File: src/hw/rtl/pre_pkg.sv
// ----------------------------------------------------------------------------
// pre_pkg
// Shared types and constants of the printable run extractor.
// ----------------------------------------------------------------------------
package pre_pkg;

  // Width of the min_length register.
  localparam int unsigned CFG_W = 7;

  // Printable characters lie in [CHAR_FIRST, CHAR_END).
  localparam logic [7:0] CHAR_FIRST = 8'h20;
  localparam logic [7:0] CHAR_END   = 8'h7F;

  // Commands from the controller to the datapath.
  typedef struct packed {
    logic accept;      // take the input byte and update the run state
    logic flush_rd;    // read the next held character from the buffer
    logic flush_emit;  // load the read character into the output register
    logic end_emit;    // load an end-of-string marker into the output register
  } pre_cmd_t;

  // Status from the datapath to the controller.
  typedef struct packed {
    logic out_free;     // output register can take a new item this cycle
    logic start_flush;  // the current input byte starts a buffer flush
    logic flush_last;   // the character being flushed is the last held one
    logic term_pending; // an end marker follows the flush
  } pre_status_t;

endpackage

File: src/hw/rtl/pre_ctrl.sv
// ----------------------------------------------------------------------------
// pre_ctrl
// Sequencer for the printable run extractor: takes bytes, steps through the
// buffer flush and emits the end-of-string marker.
// ----------------------------------------------------------------------------
module pre_ctrl
  import pre_pkg::*;
(
  input  logic        clk_i,
  input  logic        rst_ni,
  input  logic        in_valid_i,
  output logic        in_ready_o,
  input  pre_status_t status_i,
  output pre_cmd_t    cmd_o
);

  localparam logic [1:0] S_IDLE     = 2'd0;
  localparam logic [1:0] S_FLUSH_RD = 2'd1;
  localparam logic [1:0] S_FLUSH_WR = 2'd2;
  localparam logic [1:0] S_END      = 2'd3;

  logic [1:0] state_q, state_d;

  always_comb begin
    state_d    = state_q;
    in_ready_o = 1'b0;
    cmd_o      = '0;
    case (state_q)
      S_IDLE: begin
        in_ready_o = status_i.out_free;
        if (in_valid_i && status_i.out_free) begin
          cmd_o.accept = 1'b1;
          if (status_i.start_flush) begin
            state_d = S_FLUSH_RD;
          end
        end
      end
      S_FLUSH_RD: begin
        cmd_o.flush_rd = 1'b1;
        state_d        = S_FLUSH_WR;
      end
      S_FLUSH_WR: begin
        if (status_i.out_free) begin
          cmd_o.flush_emit = 1'b1;
          if (!status_i.flush_last) begin
            state_d = S_FLUSH_RD;
          end else if (status_i.term_pending) begin
            state_d = S_END;
          end else begin
            state_d = S_IDLE;
          end
        end
      end
      S_END: begin
        if (status_i.out_free) begin
          cmd_o.end_emit = 1'b1;
          state_d        = S_IDLE;
        end
      end
      default: begin
        state_d = S_IDLE;
      end
    endcase
  end

  always_ff @(posedge clk_i or negedge rst_ni) begin
    if (!rst_ni) begin
      state_q <= S_IDLE;
    end else begin
      state_q <= state_d;
    end
  end

endmodule

File: src/hw/rtl/pre_datapath.sv
// ----------------------------------------------------------------------------
// pre_datapath
// Byte classification, run state, hold buffer and output register of the
// printable run extractor.
// ----------------------------------------------------------------------------
module pre_datapath
  import pre_pkg::*;
#(
  parameter int unsigned MAX_MIN_LENGTH = 64
) (
  input  logic             clk_i,
  input  logic             rst_ni,
  input  logic [CFG_W-1:0] min_length_i,
  input  logic             alnum_only_i,
  input  logic [7:0]       data_byte_i,
  input  pre_cmd_t         cmd_i,
  output pre_status_t      status_o,
  output logic             out_valid_o,
  input  logic             out_ready_i,
  output logic [7:0]       out_char_o,
  output logic             is_end_o,
  output logic             last_o
);

  localparam int unsigned CW = $clog2(MAX_MIN_LENGTH + 1);
  localparam int unsigned AW = (MAX_MIN_LENGTH > 1) ? $clog2(MAX_MIN_LENGTH) : 1;
  localparam logic [CW-1:0]    MAX_CNT = CW'(MAX_MIN_LENGTH);
  localparam logic [CFG_W-1:0] MAX_LIM = CFG_W'(MAX_MIN_LENGTH);

  logic [7:0]    mem_q [MAX_MIN_LENGTH];
  logic [7:0]    rdata_q;
  logic [CW-1:0] count_q, count_d;
  logic          qual_q, qual_d;
  logic [CW-1:0] flen_q, flen_d;
  logic [CW-1:0] idx_q, idx_d;
  logic          term_q, term_d;
  logic          out_valid_q, out_valid_d;
  logic [7:0]    out_char_q, out_char_d;
  logic          is_end_q, is_end_d;
  logic          last_q, last_d;

  logic             printable, alnum, keep;
  logic [CFG_W-1:0] lim;
  logic [CW-1:0]    count_inc;
  logic             pass_char, emit_end, start_flush, flush_last, out_free, mem_wr;

  always_comb begin
    printable = (data_byte_i >= CHAR_FIRST) && (data_byte_i < CHAR_END);
    alnum = ((data_byte_i >= 8'h61) && (data_byte_i <= 8'h7A)) ||
            ((data_byte_i >= 8'h41) && (data_byte_i <= 8'h5A)) ||
            ((data_byte_i >= 8'h30) && (data_byte_i <= 8'h39));
    keep  = printable && !(alnum_only_i && !alnum);
    lim   = (min_length_i > MAX_LIM) ? MAX_LIM : min_length_i;
    // The held count saturates at the buffer depth.
    count_inc = (count_q < MAX_CNT) ? count_q + CW'(1) : count_q;
    pass_char = keep && qual_q;
    emit_end  = !printable && qual_q;
    start_flush = (keep && !qual_q && (CFG_W'(count_inc) >= lim)) ||
                  (!printable && !qual_q && (count_q != '0) &&
                   (CFG_W'(count_q) >= lim));
    flush_last = ((idx_q + CW'(1)) == flen_q);
    out_free   = !out_valid_q || out_ready_i;
    mem_wr     = cmd_i.accept && keep && !qual_q && (count_q < MAX_CNT);
  end

  assign status_o.out_free     = out_free;
  assign status_o.start_flush  = start_flush;
  assign status_o.flush_last   = flush_last;
  assign status_o.term_pending = term_q;

  // Run state.
  always_comb begin
    count_d = count_q;
    qual_d  = qual_q;
    flen_d  = flen_q;
    idx_d   = idx_q;
    term_d  = term_q;
    if (cmd_i.accept) begin
      if (keep && !qual_q) begin
        if (start_flush) begin
          count_d = '0;
          qual_d  = 1'b1;
          flen_d  = count_inc;
          idx_d   = '0;
          term_d  = 1'b0;
        end else begin
          count_d = count_inc;
        end
      end else if (!printable) begin
        count_d = '0;
        qual_d  = 1'b0;
        if (start_flush) begin
          flen_d = count_q;
          idx_d  = '0;
          term_d = 1'b1;
        end
      end
    end else if (cmd_i.flush_emit) begin
      idx_d = idx_q + CW'(1);
    end
  end

  // Output register.
  always_comb begin
    out_valid_d = out_valid_q && !out_ready_i;
    out_char_d  = out_char_q;
    is_end_d    = is_end_q;
    last_d      = last_q;
    if (cmd_i.accept && pass_char) begin
      out_valid_d = 1'b1;
      out_char_d  = data_byte_i;
      is_end_d    = 1'b0;
      last_d      = 1'b1;
    end else if ((cmd_i.accept && emit_end) || cmd_i.end_emit) begin
      out_valid_d = 1'b1;
      out_char_d  = '0;
      is_end_d    = 1'b1;
      last_d      = 1'b1;
    end else if (cmd_i.flush_emit) begin
      out_valid_d = 1'b1;
      out_char_d  = rdata_q;
      is_end_d    = 1'b0;
      last_d      = flush_last && !term_q;
    end
  end

  always_ff @(posedge clk_i or negedge rst_ni) begin
    if (!rst_ni) begin
      count_q     <= '0;
      qual_q      <= 1'b0;
      out_valid_q <= 1'b0;
    end else begin
      count_q     <= count_d;
      qual_q      <= qual_d;
      out_valid_q <= out_valid_d;
    end
  end

  always_ff @(posedge clk_i) begin
    flen_q     <= flen_d;
    idx_q      <= idx_d;
    term_q     <= term_d;
    out_char_q <= out_char_d;
    is_end_q   <= is_end_d;
    last_q     <= last_d;
  end

  // Hold buffer with a registered read port.
  always_ff @(posedge clk_i) begin
    if (mem_wr) begin
      mem_q[count_q[AW-1:0]] <= data_byte_i;
    end
    if (cmd_i.flush_rd) begin
      rdata_q <= mem_q[idx_q[AW-1:0]];
    end
  end

  assign out_valid_o = out_valid_q;
  assign out_char_o  = out_char_q;
  assign is_end_o    = is_end_q;
  assign last_o      = last_q;

endmodule

File: src/hw/rtl/printable_run_extractor_core.sv
// Printable run extractor. Each input item is one raw byte; result items are
// the characters of printable runs that reach min_length (only alphanumeric
// ones under alnum_only), each followed by an end-of-string marker when a
// non-printable byte closes the run. A byte that causes no flush is taken in
// the idle state, also when it passes a character straight through. A byte
// that qualifies a run starts a flush that takes no new byte: every held
// character is read from the hold buffer through its registered read port
// before it is loaded into the output register; a closing byte then adds
// the end marker. The hold buffer needs no clearing after reset, so bytes are
// taken at once. Output stalls hold the block in place.
// ----------------------------------------------------------------------------
// printable_run_extractor_core
// Top level: configuration registers on an APB-style port, controller and
// datapath.
// ----------------------------------------------------------------------------
module printable_run_extractor_core
  import pre_pkg::*;
#(
  parameter int unsigned MAX_MIN_LENGTH = 64
) (
  input  logic        clk_i,
  input  logic        rst_ni,
  input  logic        psel,
  input  logic        penable,
  input  logic        pwrite,
  input  logic [2:0]  paddr,
  input  logic [31:0] pwdata,
  output logic [31:0] prdata,
  output logic        pready,
  input  logic        in_valid_i,
  output logic        in_ready_o,
  input  logic [7:0]  data_byte_i,
  output logic        out_valid_o,
  input  logic        out_ready_i,
  output logic [7:0]  out_char_o,
  output logic        is_end_o,
  output logic        last_o
);

  localparam logic REG_MIN_LENGTH = 1'b0;
  localparam logic REG_ALNUM_ONLY = 1'b1;

  logic [CFG_W-1:0] min_length_q;
  logic             alnum_only_q;
  logic             cfg_wr;
  pre_cmd_t         cmd;
  pre_status_t      status;

  assign pready = 1'b1;
  assign cfg_wr = psel && penable && pwrite;

  always_ff @(posedge clk_i or negedge rst_ni) begin
    if (!rst_ni) begin
      min_length_q <= '0;
      alnum_only_q <= 1'b0;
    end else if (cfg_wr) begin
      case (paddr[2])
        REG_MIN_LENGTH: min_length_q <= pwdata[CFG_W-1:0];
        REG_ALNUM_ONLY: alnum_only_q <= pwdata[0];
        default: ;
      endcase
    end
  end

  always_comb begin
    case (paddr[2])
      REG_MIN_LENGTH: prdata = {{(32 - CFG_W){1'b0}}, min_length_q};
      REG_ALNUM_ONLY: prdata = {31'b0, alnum_only_q};
      default:        prdata = '0;
    endcase
  end

  pre_ctrl u_ctrl (
    .clk_i      (clk_i),
    .rst_ni     (rst_ni),
    .in_valid_i (in_valid_i),
    .in_ready_o (in_ready_o),
    .status_i   (status),
    .cmd_o      (cmd)
  );

  pre_datapath #(
    .MAX_MIN_LENGTH (MAX_MIN_LENGTH)
  ) u_datapath (
    .clk_i        (clk_i),
    .rst_ni       (rst_ni),
    .min_length_i (min_length_q),
    .alnum_only_i (alnum_only_q),
    .data_byte_i  (data_byte_i),
    .cmd_i        (cmd),
    .status_o     (status),
    .out_valid_o  (out_valid_o),
    .out_ready_i  (out_ready_i),
    .out_char_o   (out_char_o),
    .is_end_o     (is_end_o),
    .last_o       (last_o)
  );

endmodule

File: config.mk
export PLATFORM = sky130hd
export DESIGN_NAME = printable_run_extractor_core
export DESIGN_NICKNAME = d
export VERILOG_FILES = /design/src/hw/rtl/pre_pkg.sv /design/src/hw/rtl/pre_ctrl.sv /design/src/hw/rtl/pre_datapath.sv /design/src/hw/rtl/printable_run_extractor_core.sv
export SDC_FILE = /design/constraint.sdc
export NUM_CORES = 1
export LEC_CHECK = 0
export ABC_AREA = 1
export BUFFER_PORTS_ARGS = -buffer_cell sky130_fd_sc_hd__buf_4
export CORE_UTILIZATION = 49
export CTS_CLUSTER_DIAMETER = 40
export DETAILED_ROUTE_END_ITERATION = 16
export GPL_TIMING_DRIVEN = 0
export HOLD_SLACK_MARGIN = 0.15
export PLACE_DENSITY = 0.62
export SKIP_LAST_GASP = 1
export SYNTH_ARGS = -nofsm -noshare
export SYNTH_HDL_FRONTEND = slang
export SYNTH_HIERARCHICAL = 1
export SYNTH_SLANG_ARGS = --single-unit
File: constraint.sdc
create_clock -name clk_i -period 3.2 [get_ports clk_i]
set_clock_uncertainty 0.05 [all_clocks]
set_input_delay 0.32 -clock clk_i [delete_from_list [all_inputs] [get_ports clk_i]]
set_output_delay 0.32 -clock clk_i [all_outputs]
set_load 0.01 [all_outputs]
==> impl_metrics.json, run 1 <==
{
  "path_common_cell": "nand2_1",
  "diodes": 0,
  "p_per_area_nw_per_um2": 842,
  "track_usage_pct": 29.3,
  "regArea_um2": 16800,
  "yosysTopAreaCell": "edfxtp_1",
  "arrival_ns": 3.56,
  "numPortBuffers": 40,
  "synth_warnings": 6,
  "clock_path_buffers": 3,
  "layout_setup_ws_ns": 0.0417,
  "vias": 17617,
  "fmax_ghz": 0.317,
  "antenna_left": 0,
  "cts_tree": "yes",
  "drive_gt1_share_pct": 14.5,
  "core_area_um2": 48000,
  "p_leak_nw": 10.5,
  "grt_pass1_vias": 16593,
  "synth_top_area_share_pct": 67.8,
  "tns_ns": 0,
  "gp_congestion": 0.991,
  "pin_count": 95,
  "finalSetupViolations": 0,
  "grt_pass1_wl_mm": 107,
  "htreeDepth": 3,
  "min-delay-path-class": "primary input to flop",
  "syn_inst": 2117,
  "crit_type": "flop to flop",
  "final_cell_area_um2": 28700,
  "status": "completed",
  "remaining_drc_errors": 0,
  "crit_chain": "buf_4 -> buf_4 -> buf_2 -> clkbuf_1 -> nor2_1 -> o22ai_1 -> nand2_1 -> nand2_1 -> nand2_1 -> nand3_1 -> nand3_1 -> nand2_1",
  "clkLatencyLatePin_ns": 0.62,
  "yosysSeqAreaShare_pct": 69.9,
  "ff2ff_path_depth": 12,
  "min_period_ns": 3.16,
  "ys_types": 41,
  "mostFrequentLayoutCell": "edfxtp_1",
  "crit_slowest_cell": "clkbuf_1",
  "crit_path_end_kind": "flop",
  "place_area_um2": 25400,
  "final_cell_mix": "543 x edfxtp_1, 401 x nand2_1, 313 x nor2_1",
  "crit_fanout": 10,
  "place_ws_ns": -0.950,
  "syn_area_um2": 24100,
  "n_fill_cell": 3940,
  "nNetsFinal": 2371,
  "max_slew_margin_pct": 29.5,
  "wire_per_inst_um": 24.3,
  "drt_pass1_iterations": 5,
  "final_max_slew_viol_count": 0,
  "post-route-period-util_pct": 98.7,
  "startpoint_type": "flop",
  "hold_depth": 7,
  "slowest_delay_ns": 0.68,
  "synth_area_leaders": "edfxtp_1 68%, nand2_1 6.3%, o21ai_0 5.3%",
  "numCtsBuffers": 79,
  "initialDrtViolationCount": 2246,
  "die_y_um": 224,
  "ir_worst_vdd_mv": 0.483,
  "grt_max_degree": 71,
  "tightest_slew_ns": 1.05,
  "max-cap-violations": 0,
  "ys_ff_latch": 564,
  "dp_hpwl_mm": 47.4,
  "start_util_pct": 50.1,
  "cts.sinks": 564,
  "rows": 80,
  "die_w_um": 224,
  "viasPerCell": 5.91,
  "hold_viol": 0,
  "syn2layout_area_growth_pct": 19.1,
  "multi_input_area_um2": 6780,
  "worst_hold_slack_ns": 0.205,
  "drt_wl_total_mm": 72.6,
  "grt-ovfl-total": 0,
  "required_ns": 3.60,
  "path_clk_slew_ns": 0.06,
  "rsz0062_at_grt": "no",
  "dieArea_um2": 50000,
  "report.power.total_w": 0.0241,
  "antenna_found_initial": 1,
  "syn_area_per_cell_um2": 11.4,
  "clockRootBuffer": "clkbuf_16"
}
==> critical path, delay by kind of cell (launching register included) <==
family                 cells  cell delay (ns)
AOI/OAI and AO/OA          1             0.34
DFF                        1             0.35
and+or+nand+nor            7             0.74
buffers and inverters      4             1.50
==> final timing paths <==
kind | start | to | slack (ns)
setup / recovery | u_datapath/idx_q[0] | u_datapath/rdata_q[3] | 0.04
hold / removal | out_ready_i | u_ctrl/state_q[0] | 0.20
setup reg to reg | u_datapath/idx_q[0] | u_datapath/rdata_q[3] | 0.04
hold reg to reg | u_datapath/last_o | u_datapath/last_o | 0.42
max in group asynchronous | rst_ni | u_datapath/count_q[1] | 1.60
min in group asynchronous | rst_ni | u_datapath/count_q[0] | 0.88
==> metal layers <==
metal | GRT usage, % | share of wire, %
met4 | 10.7 | 3.1
met3 | 5.61 | 9.8
met5 | 0 | 0
met1 | 41.3 | 40
met2 | 45.6 | 47
==> layout make-up <==
cell class                 count  share of cell area [%]
sequential                   564                    58.7
multi-input combinational   1358                    23.7
clock buffer                  89                    7.18
tap                          615                    2.69
buffer                       151                    2.66
timing repair buffer          83                    2.57
clock inverter                53                    1.59
inverter                      68                   0.926
==> Yosys cell counts (all sizes together) <==
| library cell | number |
|---|---|
| a211oi | 1 |
| a21boi | 1 |
| a21oi | 8 |
| and3 | 1 |
| buf | 80 |
| clkbuf | 71 |
| clkinv | 6 |
| conb | 2 |
| dfrtp | 19 |
| dfxtp | 2 |
| edfxtp | 543 |
| ha | 16 |
| inv | 62 |
| nand2 | 407 |
| nand3 | 90 |
| nand3b | 1 |
| nand4 | 14 |
| nor2 | 332 |
| nor3 | 50 |
| o211ai | 1 |
| o21a | 1 |
| o21ai | 271 |
| o22ai | 128 |
| or2 | 2 |
| xnor2 | 4 |
| xor2 | 4 |
==> cell families (layout without fill, tap and decap cells) <==
family,after synthesis,in the layout,share of synthesized area (%)
AND/OR/NAND/NOR,897,897,15.4
flip-flops,564,564,69.9
AO/OA/AOI/OAI,411,411,9.28
buffers and inverters,219,444,4.24
adder cells (fa/ha/maj),16,16,0.832
XOR/XNOR,8,8,0.291
other,2,26,0.0312
==> power breakdown <==
group / leakage, nW / internal [W] / switching [W]
clock: 1.21 / 0.00495 / 0.00333
sequential: 5.16 / 0.00843 / 0.000131
combinational: 4.19 / 0.00196 / 0.00534
==> through the flow <==
stage | util, % | std cells
2_1_floorplan | - | 2141
3_3_place_gp | 52.5 | 2796
6_report | 59.6 | 2981
3_5_place_dp | 52.8 | 2801
4_1_cts | 59.3 | 2974
5_1_grt | 59.6 | 2981
==> flip-flops by register name (all words and copies together), names as in the netlist <==
signal	cells
u_datapath/idx_q	7
u_datapath/count_q	7
u_datapath/last_o	1
u_datapath/mem_q	512
u_ctrl/state_q	2
u_datapath/flen_q	7
u_datapath/term_q	1
u_datapath/qual_q	1
u_datapath/rdata_q	8
min_length_q	7
u_datapath/out_valid_o	1
alnum_only_q	1
u_datapath/is_end_o	1
u_datapath/out_char_o	8
==> repair_timing <==
action	4_1_cts	5_1_grt
endpoints found under the hold margin	29	0
pin swaps	3	3
setup buffers	3	7
endpoints found under the setup margin	468	438
hold buffers	28	0
gates resized for setup	68	24
(Power assumes the default switching activity.)
==> inputs of run 2 (changes only) <==
--- a/config.mk
+++ b/config.mk
@@ -10,2 +10,3 @@
 export CORE_UTILIZATION = 49
+export CTS_BUF_LIST = sky130_fd_sc_hd__clkbuf_8
 export CTS_CLUSTER_DIAMETER = 40
==> constraint.sdc (replaced) <==
create_clock -name clk_i -period 3.2 [get_ports clk_i]
set_clock_uncertainty 0.05 [all_clocks]
set_input_delay 0.96 -clock clk_i [delete_from_list [all_inputs] [get_ports clk_i]]
set_output_delay 0.96 -clock clk_i [all_outputs]
set_load 0.01 [all_outputs]
==> run 2 against run 1 <==
Against the previous run: combinational power increased by 1%; setup slack improved by 0.052 ns; global-route usage decreased by 0.14 points; via count increased by 0.72%; final cell count increased by 0.67%; flip-flop and latch count unchanged.
==> impl_metrics.json, run 2 (synthesized netlist as in run 1, its figures left out) <==
{
  "max-cap-violations": 0,
  "r2r-end": "u_datapath/rdata_q[1]",
  "dieArea_um2": 50000,
  "fmax_ghz": 0.322,
  "final_max_slew_viol_count": 0,
  "antenna_left": 0,
  "ff2ff_path_depth": 12,
  "crit_type": "primary input to flop",
  "clockRootBuffer": "clkbuf_8",
  "dp_hpwl_mm": 47.0,
  "track_usage_pct": 29.2,
  "numPortBuffers": 40,
  "grt_max_degree": 71,
  "die_y_um": 224,
  "crit_fanout": 67,
  "vias": 17744,
  "arrival_ns": 3.36,
  "hold_start": "u_datapath/last_o",
  "gp_congestion": 0.923,
  "syn2layout_area_growth_pct": 17.9,
  "hold_depth": 2,
  "crit_path_end_kind": "flop",
  "cts.sinks": 564,
  "grt-ovfl-total": 0,
  "start_util_pct": 50.1,
  "die_w_um": 224,
  "n_fill_cell": 4013,
  "cts_tree": "yes",
  "final_cell_area_um2": 28400,
  "viasPerCell": 5.91,
  "clock_path_buffers": 3,
  "grt_pass1_vias": 16411,
  "required_ns": 3.45,
  "numCtsBuffers": 94,
  "drt_wl_total_mm": 73.1,
  "r2r-start": "u_datapath/idx_q[0]",
  "min_period_ns": 3.11,
  "tightest_slew_ns": 1.33,
  "finalSetupViolations": 0,
  "path_clk_slew_ns": 0.06,
  "min_to": "u_datapath/last_o",
  "hold_viol": 0,
  "rrSetupSlack_ns": 0.11,
  "grt_pass1_wl_mm": 105,
  "remaining_drc_errors": 0,
  "drive_gt1_share_pct": 15.2,
  "mostFrequentLayoutCell": "edfxtp_1",
  "p_leak_nw": 10.7,
  "p_per_area_nw_per_um2": 766,
  "swShare_pct": 38.4,
  "antenna_found_initial": 1,
  "status": "completed",
  "multi_input_area_um2": 6940,
  "clkLatencyLatePin_ns": 0.67,
  "htreeDepth": 3,
  "power.share.combinational_pct": 34.0,
  "clkPwrFrac_pct": 26.7,
  "regArea_um2": 16800,
  "rows": 80,
  "p_int_w": 0.0134,
  "pin_count": 95,
  "seqPwrFrac_pct": 39.4,
  "nNetsFinal": 2391,
  "tns_ns": 0,
  "post-route-period-util_pct": 97.1,
  "max_slew_margin_pct": 10.9,
  "rsz0062_at_grt": "yes",
  "power_switching_w": 0.00835,
  "initialDrtViolationCount": 2413,
  "core_area_um2": 48000,
  "ir_worst_vdd_mv": 0.518,
  "wire_per_inst_um": 24.4,
  "diodes": 0,
  "final_cell_mix": "543 x edfxtp_1, 400 x nand2_1, 313 x nor2_1",
  "drt_pass1_iterations": 6,
  "place_area_um2": 25300,
  "min-delay-path-class": "flop to flop",
  "largest_register_ffs": 512,
  "startpoint_type": "primary input"
}
run 2: cell count changes in the layout (fill, tap and decap cells not counted), sizes merged:
| cell | before | now |
|---|---|---|
| dlygate4sd3 | 28 | 1 |
| inv | 79 | 92 |
| clkbuf | 160 | 169 |
| clkinvlp | 10 | 4 |
| buf | 135 | 166 |
run 2: worst max path at each step:
stage                         endpoint  slack [ns]  cells after the start                   start
3_3_place_gp   u_datapath/mem_q[49][0]       -1.56                     15          data_byte_i[4]
3_5_place_dp   u_datapath/mem_q[56][7]       -1.51                     13          data_byte_i[4]
5_1_grt            u_datapath/idx_q[4]       -0.02                     18   u_datapath/count_q[0]
2_1_floorplan  u_datapath/mem_q[35][0]       -0.20                     12             out_ready_i
4_1_cts        u_datapath/mem_q[56][6]       -0.14                      9  u_datapath/out_valid_o
6_report       u_datapath/mem_q[15][3]        0.09                     12          data_byte_i[7]
run 2: power groups by stage:
stage	registers (W)	logic [W]	clock network, W
3_5_place_dp	0.00871	0.00699	0
5_1_grt	0.00857	0.00787	0.00618
4_1_cts	0.00855	0.00711	0.00586
6_report	0.00855	0.00738	0.00579
2_1_floorplan	0.00870	0.00415	0
3_3_place_gp	0.00870	0.00692	0
run 2: area by class of cell:
class                           instances  area share, %
Multi-Input combinational cell       1358           24.5
Sequential cell                       564           59.3
Buffer                                151           2.70
Tap cell                              615           2.71
Inverter                               68          0.944
Clock buffer                           97           4.71
Timing Repair Buffer                   88           4.01
Clock inverter                         60           1.15
run 2: metal layers:
layer | part of all wire [%] | global-route usage (%) | vias up
li1 | - | - | 7911
met2 | 45 | 44.4 | 1031
met4 | 3.3 | 11.1 | 0
met3 | 11 | 5.89 | 152
met1 | 40 | 41.6 | 8650
met5 | 0 | 0 | -
run 2: timing repair:
item,CTS,global route
pin swaps,6,30
endpoints found under the setup margin,510,541
setup buffers,9,37
resized for setup,98,35
hold buffers,1,0
hold endpoints to repair,19,0
run 2: stage by stage:
stage                     setup WS, ns  hold slack [ns]  power [W]  instances  util [%]
final                           0.0942            0.425     0.0217       3001      59.0
after detailed placement         -1.51            0.408     0.0157       2797      52.7
after global placement           -1.56            0.406     0.0156       2796      52.7
after CTS                       -0.141            0.424     0.0215       2964      57.5
after global routing           -0.0236            0.434     0.0226       3001      59.0
after floorplan                 -0.205            0.413     0.0129       2141         -
run 2: critical path, cell delays in order:
cell	delay, ns
buf_6	0.42
inv_2	0.14
nand2_1	0.12
nor2_1	0.05
nand2_1	0.05
o21ai_1	0.08
inv_1	0.15
nand3_4	0.12
nor2_4	0.22
nand2_2	0.10
buf_2	0.34
nor3_4	0.52
==> inputs of run 3 (changes only) <==
Clock period 3.2 ns to 3.6 ns, I/O delays scaled along.
==> run 3 against run 2 <==
Against the previous run: the flow now finishes with violations (setup timing); worst hold slack worse by 0.19 ns; final cell count down 0.63%; critical path depth up 1; non-clock buffer count down 41; first-iteration DRC count down 21%; power down 9.5%; register-to-register slack about the same; utilization down 1.5 points; largest power group unchanged.
==> impl_metrics.json, run 3 (synthesized netlist as in run 1, its figures left out) <==
{
  "status": "finished, violations left",
  "failed_checks": "setup timing",
  "mostFrequentLayoutCell": "edfxtp_1",
  "finalSetupViolations": 9,
  "arrival_ns": 3.86,
  "power_switching_w": 0.00744,
  "swShare_pct": 37.9,
  "final_cell_area_um2": 27700,
  "power.share.combinational_pct": 32.8,
  "initialDrtViolationCount": 1901,
  "remaining_drc_errors": 0,
  "rrSetupSlack_ns": 0.10,
  "htreeDepth": 3,
  "seqPwrFrac_pct": 38.7,
  "die_w_um": 224,
  "final_max_slew_viol_count": 0,
  "place_area_um2": 25400,
  "cts_tree": "yes",
  "viasPerCell": 5.85,
  "final_cell_mix": "543 x edfxtp_1, 402 x nand2_1, 314 x nor2_1",
  "grt_pass1_vias": 16412,
  "p_int_w": 0.0122,
  "path_clk_slew_ns": 0.06,
  "syn2layout_area_growth_pct": 15.0,
  "crit_fanout": 67,
  "numCtsBuffers": 97,
  "p_per_area_nw_per_um2": 711,
  "dieArea_um2": 50000,
  "drt_pass1_iterations": 8,
  "clock_path_buffers": 3,
  "rows": 80,
  "min_period_ns": 3.62,
  "tightest_slew_ns": 1.19,
  "numPortBuffers": 40,
  "place_ws_ns": -1.31,
  "tns_ns": -0.109,
  "pin_count": 95,
  "cts.sinks": 564,
  "core_area_um2": 48000,
  "fmax_ghz": 0.276,
  "p_leak_nw": 10.2,
  "wire_per_inst_um": 24.0,
  "clkPwrFrac_pct": 28.5,
  "nNetsFinal": 2353,
  "vias": 17457,
  "max_slew_margin_pct": 20.5,
  "post-route-period-util_pct": 101,
  "track_usage_pct": 28.8,
  "drive_gt1_share_pct": 13.9,
  "gp_congestion": 0.991,
  "startpoint_type": "primary input",
  "clockRootBuffer": "clkbuf_8",
  "crit_path_end_kind": "flop",
  "layout_setup_ws_ns": -0.0200,
  "antenna_left": 0,
  "max-cap-violations": 0,
  "largest_register_ffs": 512,
  "die_y_um": 224,
  "grt_pass1_wl_mm": 105,
  "required_ns": 3.84,
  "ir_worst_vdd_mv": 0.371,
  "rsz0062_at_grt": "yes",
  "hold_viol": 0,
  "start_util_pct": 50.1,
  "antenna_found_initial": 1,
  "grt_max_degree": 71,
  "clkLatencyLatePin_ns": 0.67,
  "crit_type": "primary input to flop",
  "dp_hpwl_mm": 47.4,
  "min-delay-path-class": "primary input to asynchronous set/reset pin",
  "drt_wl_total_mm": 71.7,
  "grt-ovfl-total": 0
}
[run 3: cell type report]
class,count,area [um^2]
fill,4105,20400
clock buffer,100,1380
antenna,2,5.00
inverter,68,260
tap,615,769
timing repair buffer,47,403
buffer,151,759
clock inverter,77,500
multi-input combinational,1358,6770
sequential,564,16800
[run 3: repair_timing]
action | in CTS | in global routing
setup endpoints to repair | 326 | 407
hold buffers | 0 | 0
setup buffers | 0 | 2
gates resized for setup | 31 | 49
gates cloned | 0 | 0
pin swaps | 0 | 1
[run 3: worst max-delay path: stages]
cell and delay [ns]:
buf_4 0.58, nor2_1 0.12, nand3b_1 0.12, nand2_1 0.05, nor2_1 0.12, nor2_1 0.08, nand2_4 0.12, nand3_4 0.11
nor2_4 0.19, nand2_2 0.09, buf_6 0.19, buf_6 0.19, nor3_2 0.71
[run 3: worst paths after layout]
kind                                         from                       to  depth (start not counted)
min in group clk_i              u_datapath/last_o        u_datapath/last_o                          2
max                                data_byte_i[2]  u_datapath/mem_q[44][2]                         13
max in group asynchronous                  rst_ni    u_datapath/count_q[6]                          1
min reg2reg                     u_datapath/last_o        u_datapath/last_o                          2
max reg2reg                u_datapath/out_valid_o  u_datapath/mem_q[44][2]                         11
min                                        rst_ni   u_datapath/out_valid_o                          1
[run 3: through the flow]
step / hold slack (ns) / power, W / util, % / instances
2_1_floorplan: 0.413 / 0.0114 / - / 2141
3_3_place_gp: 0.408 / 0.0138 / 52.5 / 2796
3_5_place_dp: 0.406 / 0.0139 / 52.8 / 2801
4_1_cts: 0.196 / 0.0195 / 57.0 / 2978
5_1_grt: 0.217 / 0.0205 / 57.6 / 2981
6_report: 0.232 / 0.0197 / 57.6 / 2982
[run 3: power groups by stage]
stage          clock, W  combinational (W)  sequential (W)
4_1_cts         0.00569            0.00622         0.00760
2_1_floorplan         0            0.00368         0.00774
6_report        0.00561            0.00644         0.00760
3_5_place_dp          0            0.00618         0.00774
5_1_grt         0.00596            0.00691         0.00762
3_3_place_gp          0            0.00610         0.00773
[run 3: routing by layer]
layer / track usage (%) / up-vias / part of all wire (%)
met2: 44.3 / 901 / 46
met5: 0 / - / 0
li1: - / 7855 / -
met4: 11.3 / 0 / 3.5
met1: 41.0 / 8557 / 42
met3: 4.98 / 144 / 8.6
